==> src/rtl/fbpa_pkg.sv <==
// Shared types and constants of the fixed-size block pool allocator.
package fbpa_pkg;

	localparam int ADDR_W  = 32;
	localparam int SIZE_W  = 17;
	localparam int COUNT_W = 9;
	localparam int USED_W  = 9;
	localparam int PADDR_W = 4;
	localparam int PDATA_W = 32;

	localparam logic [USED_W-1:0] USED_LIMIT = 9'd511;

	// Register indexes on the configuration port (byte address = 4 * index).
	localparam logic [1:0] REG_POOL_BASE   = 2'd0;
	localparam logic [1:0] REG_BLOCK_SIZE  = 2'd1;
	localparam logic [1:0] REG_BLOCK_COUNT = 2'd2;

	typedef enum logic {
		OP_ALLOC = 1'b0,
		OP_FREE  = 1'b1
	} op_t;

	typedef enum logic [1:0] {
		ST_ALLOCATED = 2'd0,
		ST_EMPTY     = 2'd1,
		ST_FREED     = 2'd2,
		ST_REJECTED  = 2'd3
	} status_t;

	typedef struct packed {
		op_t               opcode;
		logic [ADDR_W-1:0] address;
	} item_in_t;

	typedef struct packed {
		status_t           status;
		logic [ADDR_W-1:0] block_address;
		logic [USED_W-1:0] used_count;
	} item_out_t;

	// Commands from the controller to the datapath.
	typedef struct packed {
		logic init_start;
		logic sweep_step;
		logic capture;
		logic alloc_mul;
		logic alloc_commit;
		logic emit_empty;
		logic free_setup;
		logic free_commit;
		logic free_reject;
	} cmd_t;

	// Status from the datapath to the controller.
	typedef struct packed {
		logic sweep_last;
		logic head_valid;
		logic req_free;
		logic div_done;
		logic free_ok;
	} stat_t;

endpackage

==> src/rtl/fixed_block_pool_allocator.sv <==
// Top level of the fixed-size block pool allocator: register file, controller, datapath.
//
//  Channel   Ports                                  Handshake
//  request   start, request, busy                   taken when start is high and busy is low
//  result    done, result                           one cycle per item, receiver cannot stall
//  config    psel, penable, pwrite, paddr, pwdata,  APB write in setup and access cycles,
//            prdata, pready                         pready always high
//
// An allocate item, when the list has a free block, multiplies the list head index by the
// block size, then commits it with the registered link memory read; when the pool is empty
// it reports empty instead. A free item divides the offset into the pool by the block size
// in a serial divider that yields one quotient bit per cycle, then checks the block and
// commits or rejects it. The next item is taken in the cycle the result is shown.
// After reset, and after every write to one of the three registers, the controller sweeps
// the whole link memory, one entry a cycle; busy stays high meanwhile
// and register writes are still taken, a new write restarting the sweep.
// The result strobe, done, is high for exactly one cycle per item, and the receiver must
// take the item in that cycle.
module fixed_block_pool_allocator #(
	parameter int MAX_BLOCKS = 256
) (
	input  logic                         clk,
	input  logic                         arst_n,
	input  logic                         start,
	input  fbpa_pkg::item_in_t           request,
	output logic                         busy,
	output logic                         done,
	output fbpa_pkg::item_out_t          result,
	input  logic                         psel,
	input  logic                         penable,
	input  logic                         pwrite,
	input  logic [fbpa_pkg::PADDR_W-1:0] paddr,
	input  logic [fbpa_pkg::PDATA_W-1:0] pwdata,
	output logic [fbpa_pkg::PDATA_W-1:0] prdata,
	output logic                         pready
);
	import fbpa_pkg::*;

	localparam int CNTW = $clog2(MAX_BLOCKS + 1);

	logic [ADDR_W-1:0]  pool_base_q;
	logic [SIZE_W-1:0]  block_size_q;
	logic [COUNT_W-1:0] block_count_q;
	logic [SIZE_W-1:0]  eff_size;
	logic [CNTW-1:0]    eff_count;
	logic               cfg_write;
	logic               cfg_hit;
	logic               cfg_rebuild;
	cmd_t               cmd;
	stat_t              stat;

	// The register index sits in the word-address bits; the byte bits are ignored.
	assign cfg_write = psel & penable & pwrite;
	assign pready    = 1'b1;

	always_comb begin
		unique case (paddr[3:2])
			REG_POOL_BASE: begin
				cfg_hit = 1'b1;
				prdata  = pool_base_q;
			end
			REG_BLOCK_SIZE: begin
				cfg_hit = 1'b1;
				prdata  = PDATA_W'(block_size_q);
			end
			REG_BLOCK_COUNT: begin
				cfg_hit = 1'b1;
				prdata  = PDATA_W'(block_count_q);
			end
			default: begin
				cfg_hit = 1'b0;
				prdata  = '0;
			end
		endcase
	end

	// Any write to a defined register rebuilds the free list and clears the used count.
	assign cfg_rebuild = cfg_write & cfg_hit;

	always_ff @(posedge clk or negedge arst_n) begin
		if (!arst_n) begin
			pool_base_q   <= 32'd65536;
			block_size_q  <= 17'd64;
			block_count_q <= 9'd256;
		end else if (cfg_write) begin
			unique case (paddr[3:2])
				REG_POOL_BASE:   pool_base_q   <= pwdata;
				REG_BLOCK_SIZE:  block_size_q  <= pwdata[SIZE_W-1:0];
				REG_BLOCK_COUNT: block_count_q <= pwdata[COUNT_W-1:0];
				default:         pool_base_q   <= pool_base_q;
			endcase
		end
	end

	// A block size of zero counts as one byte; a block count above the built
	// capacity counts as the capacity.
	assign eff_size  = (block_size_q == '0) ? SIZE_W'(1) : block_size_q;
	assign eff_count = (32'(block_count_q) > 32'(MAX_BLOCKS)) ? CNTW'(MAX_BLOCKS)
		: CNTW'(block_count_q);

	fbpa_ctrl u_ctrl (
		.clk         (clk),
		.arst_n      (arst_n),
		.start       (start),
		.cfg_rebuild (cfg_rebuild),
		.stat        (stat),
		.cmd         (cmd),
		.busy        (busy)
	);

	fbpa_dp #(
		.MAX_BLOCKS (MAX_BLOCKS)
	) u_dp (
		.clk       (clk),
		.arst_n    (arst_n),
		.cmd       (cmd),
		.stat      (stat),
		.request   (request),
		.pool_base (pool_base_q),
		.eff_size  (eff_size),
		.eff_count (eff_count),
		.result    (result),
		.done      (done)
	);

endmodule

==> src/rtl/fbpa_div.sv <==
// Serial restoring divider, one quotient bit per cycle.
module fbpa_div (
	input  logic                        clk,
	input  logic                        arst_n,
	input  logic                        start,
	input  logic [fbpa_pkg::ADDR_W-1:0] dividend,
	input  logic [fbpa_pkg::SIZE_W-1:0] divisor,
	output logic                        done,
	output logic [fbpa_pkg::ADDR_W-1:0] quot,
	output logic [fbpa_pkg::SIZE_W-1:0] rem
);
	import fbpa_pkg::*;

	localparam int CW = $clog2(ADDR_W);

	logic              running_q;
	logic              done_q;
	logic [CW-1:0]     cnt_q;
	logic [ADDR_W-1:0] quo_q;
	logic [SIZE_W-1:0] rem_q;
	logic [SIZE_W:0]   shifted;
	logic [SIZE_W+1:0] trial;

	assign shifted = {rem_q, quo_q[ADDR_W-1]};
	assign trial   = {1'b0, shifted} - {2'b00, divisor};

	always_ff @(posedge clk or negedge arst_n) begin
		if (!arst_n) begin
			running_q <= 1'b0;
			done_q    <= 1'b0;
			cnt_q     <= '0;
		end else begin
			done_q <= 1'b0;
			if (start) begin
				running_q <= 1'b1;
				cnt_q     <= '0;
			end else if (running_q) begin
				cnt_q <= cnt_q + 1'b1;
				if (cnt_q == CW'(ADDR_W - 1)) begin
					running_q <= 1'b0;
					done_q    <= 1'b1;
				end
			end
		end
	end

	always_ff @(posedge clk) begin
		if (start) begin
			quo_q <= dividend;
			rem_q <= '0;
		end else if (running_q) begin
			if (!trial[SIZE_W+1]) begin
				rem_q <= trial[SIZE_W-1:0];
				quo_q <= {quo_q[ADDR_W-2:0], 1'b1};
			end else begin
				rem_q <= shifted[SIZE_W-1:0];
				quo_q <= {quo_q[ADDR_W-2:0], 1'b0};
			end
		end
	end

	assign done = done_q;
	assign quot = quo_q;
	assign rem  = rem_q;

endmodule

==> src/rtl/fbpa_dp.sv <==
// Datapath: free-list link memory, list head, used count, address arithmetic.
module fbpa_dp #(
	parameter int MAX_BLOCKS = 256
) (
	input  logic                                 clk,
	input  logic                                 arst_n,
	input  fbpa_pkg::cmd_t                       cmd,
	output fbpa_pkg::stat_t                      stat,
	input  fbpa_pkg::item_in_t                   request,
	input  logic [fbpa_pkg::ADDR_W-1:0]          pool_base,
	input  logic [fbpa_pkg::SIZE_W-1:0]          eff_size,
	input  logic [$clog2(MAX_BLOCKS+1)-1:0]      eff_count,
	output fbpa_pkg::item_out_t                  result,
	output logic                                 done
);
	import fbpa_pkg::*;

	localparam int IW   = $clog2(MAX_BLOCKS);
	localparam int CNTW = $clog2(MAX_BLOCKS + 1);
	localparam int SPW  = SIZE_W + CNTW;
	localparam int PW   = IW + SIZE_W;

	logic [IW:0]       mem [MAX_BLOCKS];
	logic [IW:0]       rd_q;
	logic              we;
	logic [IW-1:0]     wa;
	logic [IW:0]       wd;

	logic [IW-1:0]     sweep_q;
	logic [IW-1:0]     head_q;
	logic              head_valid_q;
	logic [USED_W-1:0] used_q;
	logic [USED_W-1:0] used_inc;
	logic [USED_W-1:0] used_dec;

	logic [ADDR_W-1:0] addr_q;
	logic [ADDR_W-1:0] offset_q;
	logic [SPW-1:0]    span_q;
	logic [PW-1:0]     prod_q;
	item_out_t         res_q;
	logic              done_q;

	logic              div_done;
	logic [ADDR_W-1:0] quot;
	logic [SIZE_W-1:0] rem;

	fbpa_div u_div (
		.clk      (clk),
		.arst_n   (arst_n),
		.start    (cmd.free_setup),
		.dividend (addr_q - pool_base),
		.divisor  (eff_size),
		.done     (div_done),
		.quot     (quot),
		.rem      (rem)
	);

	assign used_inc = (used_q < USED_LIMIT) ? used_q + 1'b1 : used_q;
	assign used_dec = (used_q != '0) ? used_q - 1'b1 : used_q;

	// Sweep writes the rebuilt links; a free writes the old head into the freed block.
	assign we = cmd.sweep_step | cmd.free_commit;
	assign wa = cmd.sweep_step ? sweep_q : quot[IW-1:0];
	assign wd = cmd.sweep_step ? {sweep_q != '0, sweep_q - 1'b1} : {head_valid_q, head_q};

	always_ff @(posedge clk) begin
		if (we) begin
			mem[wa] <= wd;
		end
		rd_q <= mem[head_q];
	end

	always_ff @(posedge clk or negedge arst_n) begin
		if (!arst_n) begin
			sweep_q      <= '0;
			head_q       <= '0;
			head_valid_q <= 1'b0;
			used_q       <= '0;
			done_q       <= 1'b0;
		end else begin
			done_q <= cmd.alloc_commit | cmd.emit_empty | cmd.free_commit | cmd.free_reject;
			if (cmd.init_start) begin
				sweep_q      <= '0;
				head_q       <= IW'(eff_count - 1'b1);
				head_valid_q <= (eff_count != '0);
				used_q       <= '0;
			end
			if (cmd.sweep_step) begin
				sweep_q <= sweep_q + 1'b1;
			end
			if (cmd.alloc_commit) begin
				head_q       <= rd_q[IW-1:0];
				head_valid_q <= rd_q[IW];
				used_q       <= used_inc;
			end
			if (cmd.free_commit) begin
				head_q       <= quot[IW-1:0];
				head_valid_q <= 1'b1;
				used_q       <= used_dec;
			end
		end
	end

	always_ff @(posedge clk) begin
		if (cmd.capture) begin
			addr_q <= request.address;
		end
		if (cmd.alloc_mul) begin
			prod_q <= head_q * eff_size;
		end
		if (cmd.free_setup) begin
			offset_q <= addr_q - pool_base;
			span_q   <= SPW'(eff_size) * SPW'(eff_count);
		end
		if (cmd.alloc_commit) begin
			res_q <= '{ST_ALLOCATED, pool_base + 32'(prod_q), used_inc};
		end else if (cmd.emit_empty) begin
			res_q <= '{ST_EMPTY, '0, used_q};
		end else if (cmd.free_commit) begin
			res_q <= '{ST_FREED, '0, used_dec};
		end else if (cmd.free_reject) begin
			res_q <= '{ST_REJECTED, '0, used_q};
		end
	end

	assign stat.sweep_last = (sweep_q == IW'(MAX_BLOCKS - 1));
	assign stat.head_valid = head_valid_q;
	assign stat.req_free   = (request.opcode == OP_FREE);
	assign stat.div_done   = div_done;
	assign stat.free_ok    = (addr_q != '0) && (eff_count != '0)
		&& (64'(offset_q) < 64'(span_q)) && (rem == '0);

	assign result = res_q;
	assign done   = done_q;

	a_done_follows_cmd: assert property (@(posedge clk) disable iff (!arst_n)
		done |-> $past(cmd.alloc_commit || cmd.emit_empty || cmd.free_commit
			|| cmd.free_reject))
		else $error("result strobe without a finishing command");

	a_free_index_in_pool: assert property (@(posedge clk) disable iff (!arst_n)
		cmd.free_commit |-> (quot < 32'(eff_count)))
		else $error("freed block index outside the pool");

	a_pop_needs_head: assert property (@(posedge clk) disable iff (!arst_n)
		cmd.alloc_commit |-> (head_valid_q && $past(cmd.alloc_mul)))
		else $error("allocation popped an empty list");

endmodule

==> src/rtl/fbpa_ctrl.sv <==
// Controller state machine: list rebuild sweep and per-item sequencing.
module fbpa_ctrl (
	input  logic            clk,
	input  logic            arst_n,
	input  logic            start,
	input  logic            cfg_rebuild,
	input  fbpa_pkg::stat_t stat,
	output fbpa_pkg::cmd_t  cmd,
	output logic            busy
);
	import fbpa_pkg::*;

	typedef enum logic [2:0] {
		S_INIT,
		S_SWEEP,
		S_IDLE,
		S_ALLOC_A,
		S_ALLOC_B,
		S_FREE_A,
		S_FREE_DIV,
		S_FREE_CHK
	} state_t;

	state_t state_q;

	always_ff @(posedge clk or negedge arst_n) begin
		if (!arst_n) begin
			state_q <= S_INIT;
		end else if (cfg_rebuild) begin
			state_q <= S_INIT;
		end else begin
			unique case (state_q)
				S_INIT: state_q <= S_SWEEP;
				S_SWEEP: begin
					if (stat.sweep_last) state_q <= S_IDLE;
				end
				S_IDLE: begin
					if (start) state_q <= stat.req_free ? S_FREE_A : S_ALLOC_A;
				end
				S_ALLOC_A: state_q <= stat.head_valid ? S_ALLOC_B : S_IDLE;
				S_ALLOC_B: state_q <= S_IDLE;
				S_FREE_A: state_q <= S_FREE_DIV;
				S_FREE_DIV: begin
					if (stat.div_done) state_q <= S_FREE_CHK;
				end
				S_FREE_CHK: state_q <= S_IDLE;
				default: state_q <= S_INIT;
			endcase
		end
	end

	always_comb begin
		cmd = '0;
		unique case (state_q)
			S_INIT:     cmd.init_start = 1'b1;
			S_SWEEP:    cmd.sweep_step = 1'b1;
			S_IDLE:     cmd.capture = start;
			S_ALLOC_A: begin
				cmd.alloc_mul  = stat.head_valid;
				cmd.emit_empty = !stat.head_valid;
			end
			S_ALLOC_B:  cmd.alloc_commit = 1'b1;
			S_FREE_A:   cmd.free_setup = 1'b1;
			S_FREE_DIV: cmd = '0;
			S_FREE_CHK: begin
				cmd.free_commit = stat.free_ok;
				cmd.free_reject = !stat.free_ok;
			end
			default:    cmd = '0;
		endcase
	end

	assign busy = (state_q != S_IDLE);

endmodule

==> config.mk <==
export PLATFORM = sky130hd
export DESIGN_NAME = fixed_block_pool_allocator
export DESIGN_NICKNAME = d
export VERILOG_FILES = /design/src/rtl/fbpa_pkg.sv /design/src/rtl/fixed_block_pool_allocator.sv /design/src/rtl/fbpa_div.sv /design/src/rtl/fbpa_dp.sv /design/src/rtl/fbpa_ctrl.sv
export SDC_FILE = /design/constraint.sdc
export NUM_CORES = 2
export LEC_CHECK = 0
export BUFFER_PORTS_ARGS = -buffer_cell sky130_fd_sc_hd__buf_2
export CAP_MARGIN = 10
export CORE_MARGIN = 2
export CORE_UTILIZATION = 55
export CTS_BUF_LIST = sky130_fd_sc_hd__clkbuf_4 sky130_fd_sc_hd__clkbuf_8
export CTS_CLUSTER_DIAMETER = 120
export DETAILED_ROUTE_END_ITERATION = 16
export GPL_ROUTABILITY_DRIVEN = 0
export GPL_TIMING_DRIVEN = 0
export PLACE_DENSITY_LB_ADDON = 0.08
export SLEW_MARGIN = 25
export SYNTH_ARGS = -nofsm -noshare
export SYNTH_HDL_FRONTEND = slang
export SYNTH_HIERARCHICAL = 1
export SYNTH_SLANG_ARGS = --single-unit
==> constraint.sdc <==
create_clock -name clk -period 20.5 [get_ports clk]
set_clock_uncertainty 0.1 [all_clocks]
set_input_delay 1.025 -clock clk [delete_from_list [all_inputs] [get_ports clk]]
set_output_delay 1.025 -clock clk [all_outputs]
set_load 0.03 [all_outputs]
Word level (Yosys, flattened, before mapping)
Memories as Yosys holds them, arrays and structs flattened. A register that Yosys moved wholly into a read port is not among the register bits.
Index checks and enable logic that the tools add are counted.
{"block": "word_totals", "register_bits": 302, "mem_bits_rw": 2304, "n_memories": 1}
{"name": "u_dp.mem", "depth": 256, "width": 9, "rd": 1, "rd_clocked_by_memory_dff": 1, "write_ports": 1, "line_no": "fbpa_dp.sv:23", "text": "logic [IW:0] mem [MAX_BLOCKS];"}
{"block": "classes", "eq_ne": 15, "order_cmp": 3, "mux": 52, "n_bitwise": 7, "addsub": 9, "mul": 2, "n_reduce_logical": 26}
{"op": "32-bit one-hot mux with 3 select lines", "count": 1}
{"op": "43-bit 2-to-1 mux", "count": 2}
{"op": "32-bit 2-to-1 mux", "count": 2}
{"op": "9-bit 2-to-1 mux", "count": 7}
{"op": "8-bit 2-to-1 mux", "count": 6}
{"op": "42-bit 2-to-1 mux", "count": 1}
{"op": "41-bit 2-to-1 mux", "count": 1}
{"op": "17-bit zero test", "count": 2}
{"op": "17-bit 2-to-1 mux", "count": 2}
{"op": "32-bit by 25-bit adder with 32-bit output", "count": 1}
{"op": "32-bit by 26-bit < comparator with 1-bit output", "count": 1}
{"op": "32-bit nonzero test", "count": 1}
{"op": "32-bit subtractor", "count": 1}
{"op": "17-bit by 9-bit multiplier with 26-bit output", "count": 1}
{"op": "8-bit by 17-bit multiplier with 25-bit output", "count": 1}
{"op": "3-bit one-hot mux with 7 select lines", "count": 1}
{"op": "1-bit 2-to-1 mux", "count": 20}
{"op": "18-bit by 17-bit subtractor with 19-bit output", "count": 1}
{"op": "3-bit 2-to-1 mux", "count": 6}
{"op": "9-bit nonzero test", "count": 2}
{"op": "8-bit by 1-bit subtractor with 8-bit output, second input constant", "count": 2}
{"op": "3-bit == test, second input constant", "count": 4}
{"op": "5-bit 2-to-1 mux", "count": 2}
{"op": "9-bit by 1-bit adder with 9-bit output, second input constant", "count": 1}
{"op": "28 further kinds", "count": 45}

Depth between registers and ports, before layout
{"block": "depth", "depth_word": 12, "mapped_depth": 24}

By module
The synthesis kept the hierarchy.
{"mod": "fbpa_dp", "n_inst": 1, "cells_each": 5701, "area_each_um2": 108459.0}
{"mod": "fbpa_div", "n_inst": 1, "cells_each": 327, "area_each_um2": 3463.3}
{"mod": "fixed_block_pool_allocator", "n_inst": 1, "cells_each": 225, "area_each_um2": 2766.4}
{"mod": "fbpa_ctrl", "n_inst": 1, "cells_each": 37, "area_each_um2": 290.3}

Worst setup path after synthesis
Ideal clock, no wire load.
{"block": "synth_timing", "kind": "register to register", "startpoint": "register u_ctrl.state_q[0]", "endpoint": "memory u_dp/mem[0][8] in the netlist's numbering, data pin", "path_stages_with_launch": 8, "synth_period_minus_slack_ps": 10797, "t_arrival_ps": 8995, "setup_time_ps": 1701, "path_slack_ps": 9703, "t_required_ps": 18699, "cell_sequence": "dfrtp_1 buf_4 nor3b_1 clkbuf_1 buf_1 clkbuf_1 clkbuf_1 a41oi_1"}
{"item": "start: declaration", "line_no": "fbpa_ctrl.sv:24", "text": "state_t state_q;"}
{"item": "start signal: assignment", "line_no": "fbpa_ctrl.sv:38", "text": "if (start) state_q <= stat.req_free ? S_FREE_A : S_ALLOC_A;"}
{"item": "start signal: assignment", "line_no": "fbpa_ctrl.sv:40", "text": "S_ALLOC_A: state_q <= stat.head_valid ? S_ALLOC_B : S_IDLE;"}
{"item": "end: declaration", "line_no": "fbpa_dp.sv:23"}

Worst setup path in the final report
{"block": "layout_timing", "startpoint": "register u_dp.head_q[2]", "endpoint": "register u_dp.prod_q[23], data pin"}
{"block": "layout_between", "elab_chain_len": 1}
{"item": "start: declaration", "line_no": "fbpa_dp.sv:30", "text": "logic [IW-1:0] head_q;"}
{"item": "start signal: assignment", "line_no": "fbpa_dp.sv:84", "text": "head_q <= IW'(eff_count - 1'b1);"}
{"item": "start signal: assignment", "line_no": "fbpa_dp.sv:92", "text": "head_q <= rd_q[IW-1:0];"}
{"item": "start signal: assignment", "line_no": "fbpa_dp.sv:97", "text": "head_q <= quot[IW-1:0];"}
{"item": "8-bit by 17-bit multiplier with 25-bit output", "line_no": "fbpa_dp.sv:109", "text": "prod_q <= head_q * eff_size;"}
{"item": "end signal: assignment", "line_no": "fbpa_dp.sv:109"}
{"item": "end: declaration", "line_no": "fbpa_dp.sv:39", "text": "logic [PW-1:0] prod_q;"}
Every way passes these cells.
A chain may end at the register's enable or synchronous reset.

==> results by group <==
Critical path
  • Max FO, Critical Path: 10
  • Critical path launch point type: register
  • Crit-path cells: clkbuf_1 > buf_2 > buf_2 > clkbuf_1 > clkbuf_1 > and2_1 > fa_1 > fa_1 > fa_1 > inv_1 > fa_1 > inv_1 > ha_1 > clkbuf_1 > o21a_1 > o21a_1 > o211ai_1 > a21oi_1 > a211o_1 > a221o_1 > a211o_1 > a21oi_1 > xnor2_1
  • CP required: 21.21 ns
  • Critical path capture point type: register
  • Length in cells of the worst reg-to-reg path: 23
  • Flop2flop setup slack: 12.06 ns
  • Sum of buffers and inverters on the critical path: 8
  • Critical Setup Path Class: register to register
  • R2r startpoint: u_dp/head_q[2]$_DFFE_PN0P_
  • Delay of the slowest cell on the worst path: 0.68 ns
  • CP top delay family: buffers and inverters
  • Data arrival, critical path: 9.15 ns
  • R2R Path End: u_dp/prod_q[23]$_DFFE_PP_
  • Cell type of the slowest stage on the worst timing path: buf_2

Finish
  • Fill cells: 14550
  • Util after Layout: 63.44%
  • Seq. cell area: 77770 um^2
  • Net count, final: 7520
  • Multi-input combinational cell area: 34630 um^2
  • Signed area change from the synthesized netlist to the final layout: 14.47%
  • Layout cell share with drive strength beyond 1: 27.23%

Yosys
  • Sequential-to-total area share from yosys stat: 67.64%
  • Post-synthesis cell type count: 95
  • Flops & latches, synth: 2615
  • Post-synth EDFFs: 2492
  • Yosys Warn Count: 6
  • Async set or reset register ratio after synthesis: 3.633%
  • Post-Syn Nets: 6761
  • Number of instances in the synthesized netlist: 6290
  • Synthesized area per cell: 18.28 um^2
  • Most used flip-flop cell after synthesis: edfxtp_1
  • Post-synthesis instance area: 115000 um^2

Clock network
  • Hold buffers post-CTS: 51
  • Clock input transition at the sequential cells of the worst setup and hold paths: 0.06 ns
  • Root buf cell: clkbuf_8
  • Largest buffer count on any clock path: 4
  • Number of clock sinks seen by CTS: 2615
  • Clock tree from TritonCTS: yes
  • Number of clock buffers inserted by TritonCTS: 429
  • Post-CTS setup buffers: 0
  • Number of H-tree levels: 5
  • Clock network latency to the later pin of the worst-skew pair: 1.12 ns
  • Post-CTS Resized: 0

Power
  • Peak ir drop on the vdd network: 364.4 uV
  • Leakage power of the design: 45.71 nW
  • Total power density per cell area: 168.4 nW/um^2

Route
  • Detailed-route wire length per cell: 31.98 um
  • Number of iterations in the first detailed-routing pass: 12
  • Vias after detailed routing: 64010
  • Post-route ant nets: 0
  • Vias per cell: 6.284
  • Total wire length after detailed routing: 325.7 mm
  • Starting DRC count in detailed routing: 8333
  • # DRC: 0

Timing
  • Setup violators final: 0
  • RSZ-0062 raised after global routing: false
  • Peak Freq: 118.5 MHz
  • Final Critical Period: 8.441 ns
  • Count of final hold-check violations: 0
  • Pin slew with the least headroom to its limit: 1.239 ns
  • Total negative slack for setup checks: 0 ns
  • Post-route fraction of the period consumed by the critical path: 41.18%
  • Number of max-slew violations in the final report: 0
  • Max transition margin: 17.21%
  • Min setup slack post-route: 12.06 ns

Die
  • Die Span Y: 461.2 um
  • Starting density of the core: 55.41%
  • Die footprint: 212700 um^2
  • Number of ports placed on the die boundary: 153
  • Area inside the core boundary: 207500 um^2
  • # rows: 167
  • Horizontal die dimension: 461.2 um

Worst hold path
  • Classification of the worst-slack hold path: input pin to register
  • HP Start: pwdata[14]
  • Hold depth: 2
  • Worst hold path endpoint: pool_base_q[14]$_DFFE_PN0P_

Outcome
  • Status: finished, final reports clean

Global routing
  • First-pass GRT wire length: 459.9 mm
  • Number of antenna violations at the first check in global routing: 22
  • Via count of the first global-routing pass: 63690
  • Total routing resource utilization after global routing: 30.93%
  • Maximum number of pins on one net before global-route repair: 51
  • Remaining global-route overflow: 0

Placed design
  • Detailed-placement wirelength estimate: 232.0 mm
  • Pre-CTS setup slack: 12.24 ns
  • Buffers added on ports: 148

Job
  • Number of max-cap violations: 0
[layout by cell type (no fill, tap or decap), types with 197 or more instances in the layout]
cell	count
mux4_2	756
edfxtp_1	2492
inv_1	342
ha_1	197
clkbuf_8	438
nor2_1	379
and2_1	238
fa_1	199
nand2_1	214
buf_2	209
[layout make-up]
type                            count  area share (%)
Antenna cell                       12         0.02281
Buffer                            344           1.216
Clock buffer                      574           5.356
Clock inverter                    193          0.9858
Inverter                          343          0.9782
Multi-Input combinational cell   2988           26.31
Sequential cell                  2615           59.09
Tap cell                         2788           2.650
Timing Repair Buffer              328           3.390
[worst reg2reg max path, stage by stage, from the launching register on]
cell and delay [ns]:
dfrtp_1 0.32, clkbuf_1 0.59, buf_2 0.70, buf_2 0.60
clkbuf_1 0.69, clkbuf_1 0.51, and2_1 0.24, fa_1 0.44
fa_1 0.52, fa_1 0.49, inv_1 0.05, fa_1 0.47
inv_1 0.04, ha_1 0.26, clkbuf_1 0.17, o21a_1 0.21
o21a_1 0.17, o211ai_1 0.18, a21oi_1 0.08, a211o_1 0.35
a221o_1 0.39, a211o_1 0.30, a21oi_1 0.20, xnor2_1 0.12
[through the flow]
stage	cells	instance area [um^2]	power, mW	hold WS [ns]
6_report	10190	131600	22.16	0.07731
5_1_grt	10180	131600	23.15	0.01446
4_1_cts	10170	131500	22.06	0.001714
3_5_place_dp	9352	122600	17.55	0.4184
3_3_place_gp	9226	119200	17.48	0.4070
2_1_floorplan	6290	115000	13.68	0.3234
[report_power, final]
part           total (mW)  switching [mW]  internal, mW
clock network        4.49            2.05          2.44
logic                10.5            6.37          4.13
registers            7.18           0.129          7.05
[synth_stat cells, types with 19 or more instances]
library cell / number / share of area [%]
fa_1: 199 / 3.5
nand3_1: 44 / 0.19
buf_2: 55 / 0.24
nor4_1: 26 / 0.14
a22oi_1: 20 / 0.13
mux4_2: 756 / 15
dfrtp_1: 92 / 2.0
nand2b_1: 19 / 0.10
dfxtp_1: 28 / 0.49
nor3_1: 41 / 0.18
buf_4: 24 / 0.16
nor2_1: 415 / 1.4
nor2b_1: 40 / 0.22
mux2i_1: 21 / 0.18
o21ai_0: 87 / 0.38
nand2_1: 214 / 0.70
inv_1: 343 / 1.1
and2_1: 238 / 1.3
edfxtp_1: 2492 / 65
clkbuf_1: 238 / 0.78
mux2_2: 89 / 0.87
xnor2_1: 80 / 0.61
a211oi_1: 35 / 0.23
xor2_1: 49 / 0.37
ha_1: 197 / 2.1
a21oi_1: 130 / 0.57
a21o_1: 45 / 0.29
[sequential cells by signal, summed over array words and instances (netlist names), 3 cells and up]
signal            flops
u_dp/u_div/rem       17
block_size_q         17
u_dp/u_div/cnt_q      5
u_dp/sweep_q          8
u_ctrl/state_q        3
u_dp/offset_q        32
u_dp/prod_q          25
u_dp/mem           2304
u_dp/addr_q          32
block_count_q         9
u_dp/used_q           9
pool_base_q          32
u_dp/span_q          26
u_dp/head_q           8
u_dp/rd_q             9
u_dp/result          43
u_dp/u_div/quot      32
[kinds of logic (layout without fill, tap and decap cells)]
family	count (synthesis)	after routing	synth area share [%]
other cells	1	13	0.003261
compound gates	462	462	2.652
buf+inv	687	1782	2.440
flops	2615	2615	67.64
fa+ha+maj	396	396	5.609
xor+xnor	129	129	0.9826
mux	869	869	15.90
simple gates	1131	1131	4.777
[routing by layer]
metal,up-vias,GRT usage [%],part of all wire [%]
li1,26270,-,-
met1,33470,44.41,40
met2,3569,46.25,45
met3,682,7.689,11
met4,6,11.60,4.1
met5,-,0.4133,0.048
[worst max path at each step]
stage	from	end	slack (ns)	depth (start not counted)
6_report	u_dp/head_q[2]$_DFFE_PN0P_	u_dp/prod_q[23]$_DFFE_PP_	12.06	23
3_5_place_dp	u_dp/head_q[2]$_DFFE_PN0P_	u_dp/prod_q[23]$_DFFE_PP_	12.24	23
4_1_cts	u_dp/head_q[2]$_DFFE_PN0P_	u_dp/prod_q[23]$_DFFE_PP_	12.25	23
5_1_grt	u_dp/head_q[2]$_DFFE_PN0P_	u_dp/prod_q[24]$_DFFE_PP_	11.85	23
3_3_place_gp	u_dp/head_q[1]$_DFFE_PN0P_	u_dp/mem[12][1]$_DFFE_PP_	-1.54	6
2_1_floorplan	u_ctrl/state_q[0]$_DFFE_PN0P_	u_dp/mem[0][8]$_DFFE_PP_	9.70	7
(Power assumes the default switching activity.)
